## src/rtl/rwp_pkg.sv

```systemverilog
package rwp_pkg;

   // chunk ids as gathered little-endian into a 32-bit word
   localparam logic [31:0] TAG_RIFF = 32'h4646_4952;
   localparam logic [31:0] TAG_WAVE = 32'h4556_4157;
   localparam logic [31:0] TAG_FMT  = 32'h2074_6D66;
   localparam logic [31:0] TAG_DATA = 32'h6174_6164;

   localparam logic [31:0] FMT_BYTES    = 32'd16;
   localparam logic [15:0] FMT_PCM      = 16'd1;

   // parse phases
   localparam logic [2:0] PH_HEADER = 3'd0;
   localparam logic [2:0] PH_WAVE   = 3'd1;
   localparam logic [2:0] PH_FMT    = 3'd2;
   localparam logic [2:0] PH_DATA   = 3'd3;
   localparam logic [2:0] PH_SKIP   = 3'd4;

   // byte positions inside a phase
   localparam logic [4:0] IDX_TAG_END   = 5'd3;
   localparam logic [4:0] IDX_HDR_END   = 5'd7;
   localparam logic [4:0] IDX_WAVE_END  = 5'd3;
   localparam logic [4:0] IDX_FMT_CODE  = 5'd1;
   localparam logic [4:0] IDX_FMT_CHAN  = 5'd3;
   localparam logic [4:0] IDX_FMT_RATE  = 5'd7;
   localparam logic [4:0] IDX_FMT_BRATE = 5'd11;
   localparam logic [4:0] IDX_FMT_ALIGN = 5'd13;
   localparam logic [4:0] IDX_FMT_LAST  = 5'd15;

   // result kinds
   localparam logic [1:0] KIND_SAMPLE = 2'd0;
   localparam logic [1:0] KIND_FORMAT = 2'd1;
   localparam logic [1:0] KIND_ERROR  = 2'd2;

   // error codes
   localparam logic [2:0] ERR_NOT_WAVE  = 3'd0;
   localparam logic [2:0] ERR_NOT_PCM   = 3'd1;
   localparam logic [2:0] ERR_ODD_BITS  = 3'd2;
   localparam logic [2:0] ERR_BYTE_RATE = 3'd3;
   localparam logic [2:0] ERR_ALIGN     = 3'd4;

   typedef struct packed {
      logic [7:0] byte_in;
      logic       start_req;
   } req_type;

   typedef struct packed {
      logic [1:0]         kind;
      logic signed [15:0] sample;
      logic [15:0]        channels;
      logic [31:0]        sample_rate;
      logic [15:0]        bit_depth;
      logic [2:0]         error_code;
   } rsp_type;

   // outcome of the fmt check sequencer
   typedef struct packed {
      logic       busy;
      logic       done;
      logic       pass;
      logic [2:0] err;
   } chk_res_type;

endpackage

```

## src/rtl/rwp_fmt_check.sv

```systemverilog
module rwp_fmt_check (
   input  logic                clock,
   input  logic                reset,
   input  logic                launch,
   input  logic [15:0]         channels,
   input  logic [31:0]         rate,
   input  logic [15:0]         bits,
   input  logic [31:0]         byte_rate,
   input  logic [15:0]         align,
   output rwp_pkg::chk_res_type res
);

   localparam logic [1:0] S_IDLE = 2'd0;
   localparam logic [1:0] S_BLK  = 2'd1;
   localparam logic [1:0] S_PROD = 2'd2;
   localparam logic [1:0] S_CMP  = 2'd3;

   logic [1:0]  state_ff, state_in;
   logic [31:0] blk_ff, blk_in;
   logic [31:0] prod_ff, prod_in;
   logic [31:0] mul_a, mul_b;
   logic [31:0] mul_lo;

   // shared multiplier, low word only
   always_comb begin
      if (state_ff == S_PROD) begin
         mul_a = rate;
         mul_b = blk_ff;
      end else begin
         mul_a = {16'd0, channels};
         mul_b = {16'd0, bits};
      end
   end

   assign mul_lo = mul_a * mul_b;

   // sequencer: block product, then rate product, then compare
   always_comb begin
      state_in = state_ff;
      blk_in   = blk_ff;
      prod_in  = prod_ff;
      case (state_ff)
         S_IDLE: begin
            if (launch) begin
               state_in = S_BLK;
            end
         end
         S_BLK: begin
            blk_in   = mul_lo;
            state_in = S_PROD;
         end
         S_PROD: begin
            prod_in  = mul_lo;
            state_in = S_CMP;
         end
         S_CMP: begin
            state_in = S_IDLE;
         end
         default: begin
            state_in = S_IDLE;
         end
      endcase
   end

   always_ff @(posedge clock) begin
      if (reset) begin
         state_ff <= S_IDLE;
      end else begin
         state_ff <= state_in;
      end
      blk_ff  <= blk_in;
      prod_ff <= prod_in;
   end

   // checks in order: odd bits, byte rate, block align
   always_comb begin
      res.busy = (state_ff != S_IDLE);
      res.done = (state_ff == S_CMP);
      res.pass = 1'b0;
      res.err  = rwp_pkg::ERR_ODD_BITS;
      if (bits[0]) begin
         res.err = rwp_pkg::ERR_ODD_BITS;
      end else if (byte_rate != {3'd0, prod_ff[31:3]}) begin
         res.err = rwp_pkg::ERR_BYTE_RATE;
      end else if ({16'd0, align} != {3'd0, blk_ff[31:3]}) begin
         res.err = rwp_pkg::ERR_ALIGN;
      end else begin
         res.pass = 1'b1;
      end
   end

endmodule

```

## src/rtl/riff_wave_pcm_parser.sv

```systemverilog
// a sample, a bad WAVE tag or a non-PCM code is registered in the cycle after its byte;
//   the fmt check outcome is registered in its compare state, after both products
// throughput: one byte per cycle; the last fmt byte holds the input
//   while the shared multiplier forms channels*bits and then rate*that product
// a result waiting under stall holds the input only when it cannot be taken
// synchronous active-high reset clears parse state, check sequencer and output valid
module riff_wave_pcm_parser (
   input  logic             clock,
   input  logic             reset,
   input  logic             req_valid,
   output logic             req_stall,
   input  rwp_pkg::req_type req_payload,
   output logic             rsp_valid,
   input  logic             rsp_stall,
   output rwp_pkg::rsp_type rsp_payload
);

   logic [2:0]  phase_ff, phase_in;
   logic [4:0]  byte_index_ff, byte_index_in;
   logic [31:0] remaining_ff, remaining_in;
   logic [31:0] chunk_tag_ff, chunk_tag_in;
   logic [31:0] gather_ff, gather_in;
   logic [15:0] saved_channels_ff, saved_channels_in;
   logic [31:0] saved_rate_ff, saved_rate_in;
   logic [31:0] saved_byte_rate_ff, saved_byte_rate_in;
   logic [15:0] saved_align_ff, saved_align_in;
   logic [15:0] saved_bits_ff, saved_bits_in;
   logic [7:0]  low_byte_ff, low_byte_in;
   logic        failed_ff, failed_in;
   logic        rsp_valid_ff, rsp_valid_in;
   rwp_pkg::rsp_type rsp_ff, rsp_in;

   logic        accept;
   logic        start;
   logic [7:0]  b;
   logic [2:0]  ph;
   logic [4:0]  idx;
   logic [31:0] rem;
   logic [31:0] rem_dec;
   logic [31:0] g_new;
   logic        launch;
   rwp_pkg::chk_res_type chk;

   rwp_fmt_check u_check (
      .clock     (clock),
      .reset     (reset),
      .launch    (launch),
      .channels  (saved_channels_ff),
      .rate      (saved_rate_ff),
      .bits      (saved_bits_ff),
      .byte_rate (saved_byte_rate_ff),
      .align     (saved_align_ff),
      .res       (chk)
   );

   // handshake
   assign req_stall   = chk.busy || (rsp_valid_ff && rsp_stall);
   assign accept      = req_valid && !req_stall;
   assign rsp_valid   = rsp_valid_ff;
   assign rsp_payload = rsp_ff;

   // view of the state as this beat sees it, after a restart
   assign start   = req_payload.start_req;
   assign b       = req_payload.byte_in;
   assign ph      = start ? rwp_pkg::PH_HEADER : phase_ff;
   assign idx     = start ? 5'd0 : byte_index_ff;
   assign rem     = start ? 32'd0 : remaining_ff;
   assign rem_dec = rem - 32'd1;
   assign g_new   = {b, (start ? 24'd0 : gather_ff[31:8])};

   // byte parser
   always_comb begin
      phase_in           = phase_ff;
      byte_index_in      = byte_index_ff;
      remaining_in       = remaining_ff;
      chunk_tag_in       = chunk_tag_ff;
      gather_in          = gather_ff;
      saved_channels_in  = saved_channels_ff;
      saved_rate_in      = saved_rate_ff;
      saved_byte_rate_in = saved_byte_rate_ff;
      saved_align_in     = saved_align_ff;
      saved_bits_in      = saved_bits_ff;
      low_byte_in        = low_byte_ff;
      failed_in          = failed_ff;
      launch             = 1'b0;
      rsp_valid_in       = rsp_valid_ff && rsp_stall;
      rsp_in             = rsp_ff;

      if (accept && (start || !failed_ff)) begin
         phase_in      = ph;
         remaining_in  = rem;
         failed_in     = 1'b0;
         gather_in     = g_new;
         byte_index_in = 5'(idx + 5'd1);
         case (ph)
            rwp_pkg::PH_HEADER: begin
               if (idx == rwp_pkg::IDX_TAG_END) begin
                  chunk_tag_in = g_new;
               end else if (idx >= rwp_pkg::IDX_HDR_END) begin
                  byte_index_in = 5'd0;
                  if (chunk_tag_ff == rwp_pkg::TAG_RIFF) begin
                     phase_in = rwp_pkg::PH_WAVE;
                  end else if (chunk_tag_ff == rwp_pkg::TAG_FMT) begin
                     phase_in     = rwp_pkg::PH_FMT;
                     remaining_in = (g_new > rwp_pkg::FMT_BYTES) ?
                                    g_new - rwp_pkg::FMT_BYTES : 32'd0;
                  end else if (chunk_tag_ff == rwp_pkg::TAG_DATA) begin
                     remaining_in = g_new;
                     phase_in     = (g_new != 32'd0) ? rwp_pkg::PH_DATA : rwp_pkg::PH_HEADER;
                  end else begin
                     remaining_in = g_new;
                     phase_in     = (g_new != 32'd0) ? rwp_pkg::PH_SKIP : rwp_pkg::PH_HEADER;
                  end
               end
            end
            rwp_pkg::PH_WAVE: begin
               if (idx >= rwp_pkg::IDX_WAVE_END) begin
                  byte_index_in = 5'd0;
                  phase_in      = rwp_pkg::PH_HEADER;
                  if (g_new != rwp_pkg::TAG_WAVE) begin
                     failed_in         = 1'b1;
                     rsp_valid_in      = 1'b1;
                     rsp_in            = '0;
                     rsp_in.kind       = rwp_pkg::KIND_ERROR;
                     rsp_in.error_code = rwp_pkg::ERR_NOT_WAVE;
                  end
               end
            end
            rwp_pkg::PH_FMT: begin
               if (idx == rwp_pkg::IDX_FMT_CODE) begin
                  if (g_new[31:16] != rwp_pkg::FMT_PCM) begin
                     failed_in         = 1'b1;
                     rsp_valid_in      = 1'b1;
                     rsp_in            = '0;
                     rsp_in.kind       = rwp_pkg::KIND_ERROR;
                     rsp_in.error_code = rwp_pkg::ERR_NOT_PCM;
                  end
               end else if (idx == rwp_pkg::IDX_FMT_CHAN) begin
                  saved_channels_in = g_new[31:16];
               end else if (idx == rwp_pkg::IDX_FMT_RATE) begin
                  saved_rate_in = g_new;
               end else if (idx == rwp_pkg::IDX_FMT_BRATE) begin
                  saved_byte_rate_in = g_new;
               end else if (idx == rwp_pkg::IDX_FMT_ALIGN) begin
                  saved_align_in = g_new[31:16];
               end else if (idx >= rwp_pkg::IDX_FMT_LAST) begin
                  saved_bits_in = g_new[31:16];
                  byte_index_in = 5'd0;
                  phase_in      = (rem != 32'd0) ? rwp_pkg::PH_SKIP : rwp_pkg::PH_HEADER;
                  launch        = 1'b1;
               end
            end
            rwp_pkg::PH_DATA: begin
               remaining_in = rem_dec;
               if (idx == 5'd0) begin
                  if (rem >= 32'd2) begin
                     low_byte_in   = b;
                     byte_index_in = 5'd1;
                  end else begin
                     byte_index_in = 5'd0;
                  end
               end else begin
                  byte_index_in = 5'd0;
                  rsp_valid_in  = 1'b1;
                  rsp_in        = '0;
                  rsp_in.kind   = rwp_pkg::KIND_SAMPLE;
                  rsp_in.sample = {b, low_byte_ff};
               end
               if (rem_dec == 32'd0) begin
                  phase_in      = rwp_pkg::PH_HEADER;
                  byte_index_in = 5'd0;
               end
            end
            rwp_pkg::PH_SKIP: begin
               remaining_in  = rem_dec;
               byte_index_in = 5'd0;
               if (rem_dec == 32'd0) begin
                  phase_in = rwp_pkg::PH_HEADER;
               end
            end
            default: begin
               phase_in      = rwp_pkg::PH_HEADER;
               byte_index_in = 5'd0;
               remaining_in  = 32'd0;
               gather_in     = 32'd0;
               failed_in     = 1'b0;
            end
         endcase
      end

      // fmt check outcome, no beat is taken while it runs
      if (chk.done) begin
         rsp_valid_in = 1'b1;
         rsp_in       = '0;
         if (chk.pass) begin
            rsp_in.kind        = rwp_pkg::KIND_FORMAT;
            rsp_in.channels    = saved_channels_ff;
            rsp_in.sample_rate = saved_rate_ff;
            rsp_in.bit_depth   = saved_bits_ff;
         end else begin
            failed_in         = 1'b1;
            rsp_in.kind       = rwp_pkg::KIND_ERROR;
            rsp_in.error_code = chk.err;
         end
      end
   end

   always_ff @(posedge clock) begin
      if (reset) begin
         phase_ff           <= rwp_pkg::PH_HEADER;
         byte_index_ff      <= 5'd0;
         remaining_ff       <= 32'd0;
         chunk_tag_ff       <= 32'd0;
         gather_ff          <= 32'd0;
         saved_channels_ff  <= 16'd0;
         saved_rate_ff      <= 32'd0;
         saved_byte_rate_ff <= 32'd0;
         saved_align_ff     <= 16'd0;
         saved_bits_ff      <= 16'd0;
         low_byte_ff        <= 8'd0;
         failed_ff          <= 1'b0;
         rsp_valid_ff       <= 1'b0;
      end else begin
         phase_ff           <= phase_in;
         byte_index_ff      <= byte_index_in;
         remaining_ff       <= remaining_in;
         chunk_tag_ff       <= chunk_tag_in;
         gather_ff          <= gather_in;
         saved_channels_ff  <= saved_channels_in;
         saved_rate_ff      <= saved_rate_in;
         saved_byte_rate_ff <= saved_byte_rate_in;
         saved_align_ff     <= saved_align_in;
         saved_bits_ff      <= saved_bits_in;
         low_byte_ff        <= low_byte_in;
         failed_ff          <= failed_in;
         rsp_valid_ff       <= rsp_valid_in;
      end
      rsp_ff <= rsp_in;
   end

endmodule

```

## config.mk

```make
export PLATFORM = sky130hd
export DESIGN_NAME = riff_wave_pcm_parser
export DESIGN_NICKNAME = d
export VERILOG_FILES = /design/src/rtl/rwp_pkg.sv /design/src/rtl/rwp_fmt_check.sv /design/src/rtl/riff_wave_pcm_parser.sv
export SDC_FILE = /design/constraint.sdc
export NUM_CORES = 2
export LEC_CHECK = 0
export BUFFER_PORTS_ARGS = -buffer_cell sky130_fd_sc_hd__buf_2
export CAP_MARGIN = 20
export CORE_MARGIN = 2
export CORE_UTILIZATION = 40
export DETAILED_ROUTE_END_ITERATION = 16
export MAX_ROUTING_LAYER = met4
export PLACE_DENSITY_LB_ADDON = 0.08
export SYNTH_ARGS = -nofsm -noshare
export SYNTH_HDL_FRONTEND = slang
export SYNTH_SLANG_ARGS = --single-unit
```

## constraint.sdc

```tcl
create_clock -name clock -period 10.7 [get_ports clock]
set_input_delay 0.535 -clock clock [delete_from_list [all_inputs] [get_ports clock]]
set_output_delay 0.535 -clock clock [all_outputs]
set_load 0.05 [all_outputs]
```

# Yosys cells after proc, flatten, opt, wreduce, memory -nomap -nowiden
# Cells that the tools add are included.
[word_totals] elab_cells=181 regBits=377
[op_classes] mul=1 reduce_logical=29 bitwise=5 n_eq_ne=30 magnitude_cmp=5 n_addsub=3 n_mux=86
[ops] cell="$mux 85" count=7
[ops] cell="$mux 32" count=9
[ops] cell="$pmux 85 s3" count=1
[ops] cell="$pmux 32 s3" count=1
[ops] cell="$eq 32x31->1 const B" count=2
[ops] cell="$mux 64" count=1
[ops] cell="$reduce_bool 32->1" count=2
[ops] cell="$mux 3" count=20
[ops] cell="$mux 5" count=12
[ops] cell="$eq 32x30->1 const B" count=1
[ops] cell="$ge 32x2->1 const B" count=1
[ops] cell="$gt 32x5->1 const B" count=1
[ops] cell="$logic_not 32->1" count=1
[ops] cell="$mul 32x32->32" count=1
[ops] cell="$ne 32x29->1" count=1
[ops] cell="$ne 32x31->1 const B" count=1
[ops] cell="$sub 32x1->32 const B" count=1
[ops] cell="$sub 32x5->32 const B" count=1
[ops] cell="$ne 16x29->1" count=1
[ops] cell="$mux 1" count=26
[ops] cell="$mux 24" count=1
[ops] cell="$reduce_and 7->1" count=3
[ops] cell="$pmux 5 s4" count=1
[ops] cell="$ne 16x1->1 const B" count=1
[ops] cell="other kinds (37)" count=62

# Depth between registers and ports, before layout
[depth] depth_word=12 ltp_mapped=31 ltp_nobuf=28

# Cells and area by module
# Synthesis repeated with hierarchy kept, for this count alone.
[unflattened] hier_cells=3580 hier_area_um2=32626.3
[modules_own_cells] module="rwp_fmt_check" cells_each=1961 seq_area_each_um2=1871.8 instances=1 area_per_inst_um2=18487.7
[modules_own_cells] module="riff_wave_pcm_parser" cells_each=1619 seq_area_each_um2=6756.5 instances=1 area_per_inst_um2=14138.6

# Worst setup path after synthesis
# OpenSTA, ideal clock, no wires.
[synth_timing] path_kind="register -> register" from="register u_check.state_ff[0]" to="register u_check.blk_ff[30] (data pin)" n_path_buf=3 stages_incl_launch_ff=29 synth_period_minus_slack_ns=9.298 setup_time_ns=0.140 slack_ns=1.402 t_required_ns=10.560 arrival_time_ns=9.158 cell_sequence="dfxtp_1 -> inv_1 -> ha_1 -> clkbuf_1 -> buf_1 -> clkbuf_1 -> mux2i_1 -> nor2_1 -> fa_1 -> fa_1 -> fa_1 -> inv_1 -> fa_1 -> inv_1 -> fa_1 -> inv_1 -> fa_1 -> inv_1 -> fa_1 -> fa_1 -> ha_1 -> a21o_1 -> a21o_1 -> a221o_1 -> nand2_1 -> o21ai_0 -> o41a_1 -> or4b_2 -> nand3_1"
[synth_via] elab_chain_cells=3 word_cells_on_any_way=4
[synth_rtl] item="start: declaration" line="rwp_fmt_check.sv:18" source="logic [1:0] state_ff, state_in;"
[synth_rtl] item="start signal: assignment" line="rwp_fmt_check.sv:69" source="state_ff <= state_in;"
[synth_rtl] item="$eq 2x2->1 *" line="rwp_fmt_check.sv:26" source="if (state_ff == S_PROD) begin"
[synth_rtl] item="$mux 32" line="rwp_fmt_check.sv:26"
[synth_rtl] item="$mul 32x32->32 *" line="rwp_fmt_check.sv:35" source="assign mul_lo = mul_a * mul_b;"
[synth_rtl] item="net u_check.mul_lo[30]" line="rwp_fmt_check.sv:22" source="logic [31:0] mul_lo;"
[synth_rtl] item="end signal: assignment" line="rwp_fmt_check.sv:71" source="blk_ff <= blk_in;"
[synth_rtl] item="end: declaration" line="rwp_fmt_check.sv:19" source="logic [31:0] blk_ff, blk_in;"
# The timed path passes the listed nets; every way through them passes the cells marked *.
# A chain may end at the register's enable or synchronous reset.

# Final worst setup path
[layout_timing] from="register u_check.state_ff[0]" to="register u_check.blk_ff[31] (data pin)"
# The elaborated chain is that of the path after synthesis.

==> out/qor.yml <==
grt_first_pass_wirelength_um: 180000
power.density_nw_per_um2: 91.7
avgSynthCellArea_um2: 8.99
p_leak_nw: 15.1
required_ns: 11.02
drtIter0Drc: 2628
syn-num-nets: 4169
final_common_cell: "nand2_1"
start_util: 0.404
ctsHoldBuffers: 0
cts.sinks: 366
die_y_um: 289
post_dp_cell_area_um2: 34200
end_kind: "flip-flop"
ant_nets: 0
vias: 26700
rows: 104
cts_tree: "built"
syn_to_final_growth_pct: 9.62
switchingPower_uw: 897
routed_wl_um: 121000
synth_cell_type_count: 82
status: "finished, final reports clean"
fin_setup_tns_ns: 0
hold_viol: 0
place_congestion: 0.981
cts_buffers: 41
cts_root_buf: "clkbuf_16"
die_w_um: 289
grt_max_degree: 125
synthCells: 3611
cts_buffer_depth: 3
insertion_delay_ns: 0.60
synth_ff_type: "dfxtp_1"
dieArea_um2: 83500
fin_area_um2: 35600
crit_path_max_incr_delay_ns: 0.74
grt_pass1_vias: 27000
antenna_found_initial: 7
stdcell_count: 4708
p_int_mw: 2.37
holdCritPathClass: "input port to flip-flop"
crit_slowest_cell: "ha_4"
io_buffers: 99
final_nets: 4172
dp_hpwl_um: 93400
drc: 0
cts_resized: 0
cts_setup_buffers: 0
fmax_mhz: 107
grtUsageTotal: 0.300
synth_edf_count: 130
yosysWarnings: 0
path_class: "flip-flop to flip-flop"
path_max_fanout: 73
skew_ns: 0.0295
clk_pin_slew_ns: 0.06
vdd_ir_drop_max_mv: 0.108
path_common_cell: "fa_1"
drive_gt1_frac: 0.0842
period_needed_ns: 9.37
maxCapViolCount: 0
report.final.slew_viol_count: 0
ys_ff_latch: 366
dp.cells: 4629
ys_seq_area_frac: 0.266
drt_pass1_iterations: 5
vias_per_cell: 5.67
wl_per_cell_um: 25.7
worstPathArrival_ns: 9.70
async_flop_share: 0
max_slew_margin: 0.228
worstMarginPinSlew_ns: 1.16
mostFrequentLayoutCells: "nand2_1 (496), inv_1 (425), fa_1 (408)"
finalCritPeriodShare: 0.876
syn_area_um2: 32500
grt_setup_unrepaired: "false"
core-area_um2: 80400
swShare: 0.275
ioPinCount: 100
combPwrFrac: 0.074
power_frac_clock: 0.454
finalSetupViolCount: 0
startpoint_type: "flip-flop"
power_frac_seq: 0.472
grt_overflow: 0
htree_levels: 2
==> through the flow <==
step           setup WS [ns]  power (mW)   util  hold WS, ns
6_report                1.33        3.26  0.443        0.390
2_1_floorplan           1.40        1.67      -        0.431
3_5_place_dp            1.43        1.80  0.425        0.448
5_1_grt                0.722        3.35  0.443        0.395
3_3_place_gp            1.46        1.80  0.424        0.440
4_1_cts                 1.41        3.28  0.442        0.356
==> critical path, delay by kind of cell (launching register included) <==
kind                       cells  cell delay, ns
adders and majority gates     10            5.11
AOI/OAI and AO/OA              5            1.57
buffers and inverters          7            1.23
muxes                          1            0.33
and+or+nand+nor                3            0.30
DFF                            1            0.35
xor gates and xnor gates       1            0.16
==> kinds of logic after synthesis <==
logic type | after synthesis | synth area share
DFF | 366 | 0.266
xor gates and xnor gates | 148 | 0.0408
muxes | 81 | 0.0256
AOI/OAI and AO/OA | 501 | 0.0969
and+or+nand+nor | 1324 | 0.191
buffers and inverters | 645 | 0.0753
adders and majority gates | 545 | 0.304
other | 1 | 0.000115
==> power by group through the flow <==
stage	Clock (mW)	Combinational (mW)	Sequential [mW]
after global placement	0	0.234	1.57
after global routing	1.56	0.256	1.54
after detailed placement	0	0.237	1.57
after CTS	1.51	0.238	1.54
after floorplan	0	0.159	1.51
final	1.48	0.242	1.54
==> flip-flops by register name, indices dropped and copies added (netlist names), 8 cells and up <==
| signal | flops |
|---|---|
| rsp_payload | 85 |
| chunk_tag_ff | 32 |
| remaining_ff | 32 |
| saved_byte_rate_ff | 32 |
| saved_rate_ff | 32 |
| u_check.blk_ff | 32 |
| u_check.prod_ff | 29 |
| gather_ff | 24 |
| saved_align_ff | 16 |
| saved_bits_ff | 16 |
| saved_channels_ff | 16 |
| low_byte_ff | 8 |
==> layout make-up <==
cell class,count,area (µm²)
fillers,7902,44800
flip-flops and latches,366,8630
clock inverters,18,203
clock buffers,57,1200
diodes,2,5.00
inverters,426,1600
well taps,1060,1330
multi-input cells,2600,21500
repair buffers,179,1140
==> synth_stat cells (14+ instances only) <==
cell type  number  area share
xnor2_1       115       0.031
nand3_1        62      0.0096
edfxtp_1      130        0.12
mux2i_1        65       0.020
o21ai_0        68       0.010
inv_1         426       0.049
a21oi_1       214       0.033
fa_1          408        0.25
and2_1         82       0.016
and3_1        116       0.022
xor2_1         31      0.0084
nor2_1        335       0.039
nor2b_1        31      0.0060
clkbuf_1      199       0.023
nand2_1       496       0.057
nor3_1         52      0.0080
ha_1          137       0.053
a22o_1         24      0.0065
nand2b_1       17      0.0033
mux2_2         16      0.0055
dfxtp_1       236        0.15
a22oi_1        38      0.0088
nand4_1        32      0.0062
a31oi_1        14      0.0027
nor4_1         23      0.0044
a21o_1         22      0.0051
==> path summary, 6_finish.rpt <==
check / startpoint / cells after the start / to / slack (ns)
hold reg to reg: saved_byte_rate_ff[30]$_SDFFE_PP0P_ / 2 / saved_byte_rate_ff[30]$_SDFFE_PP0P_ / 0.46
hold / removal: rsp_stall / 3 / rsp_valid$_SDFF_PP0_ / 0.39
setup / recovery: u_check.state_ff[0]$_SDFFE_PP0P_ / 27 / u_check.blk_ff[31]$_DFFE_PN_ / 1.33
setup reg to reg: u_check.state_ff[0]$_SDFFE_PP0P_ / 27 / u_check.blk_ff[31]$_DFFE_PN_ / 1.33
==> layer usage <==
layer,up-vias,track usage,share of wire
li1,11800,-,-
met1,13600,0.408,0.44
met2,1084,0.464,0.46
met3,190,0.0400,0.066
met4,0,0.0982,0.039
met5,-,-,0
Power figures use the tool's default switching activity.
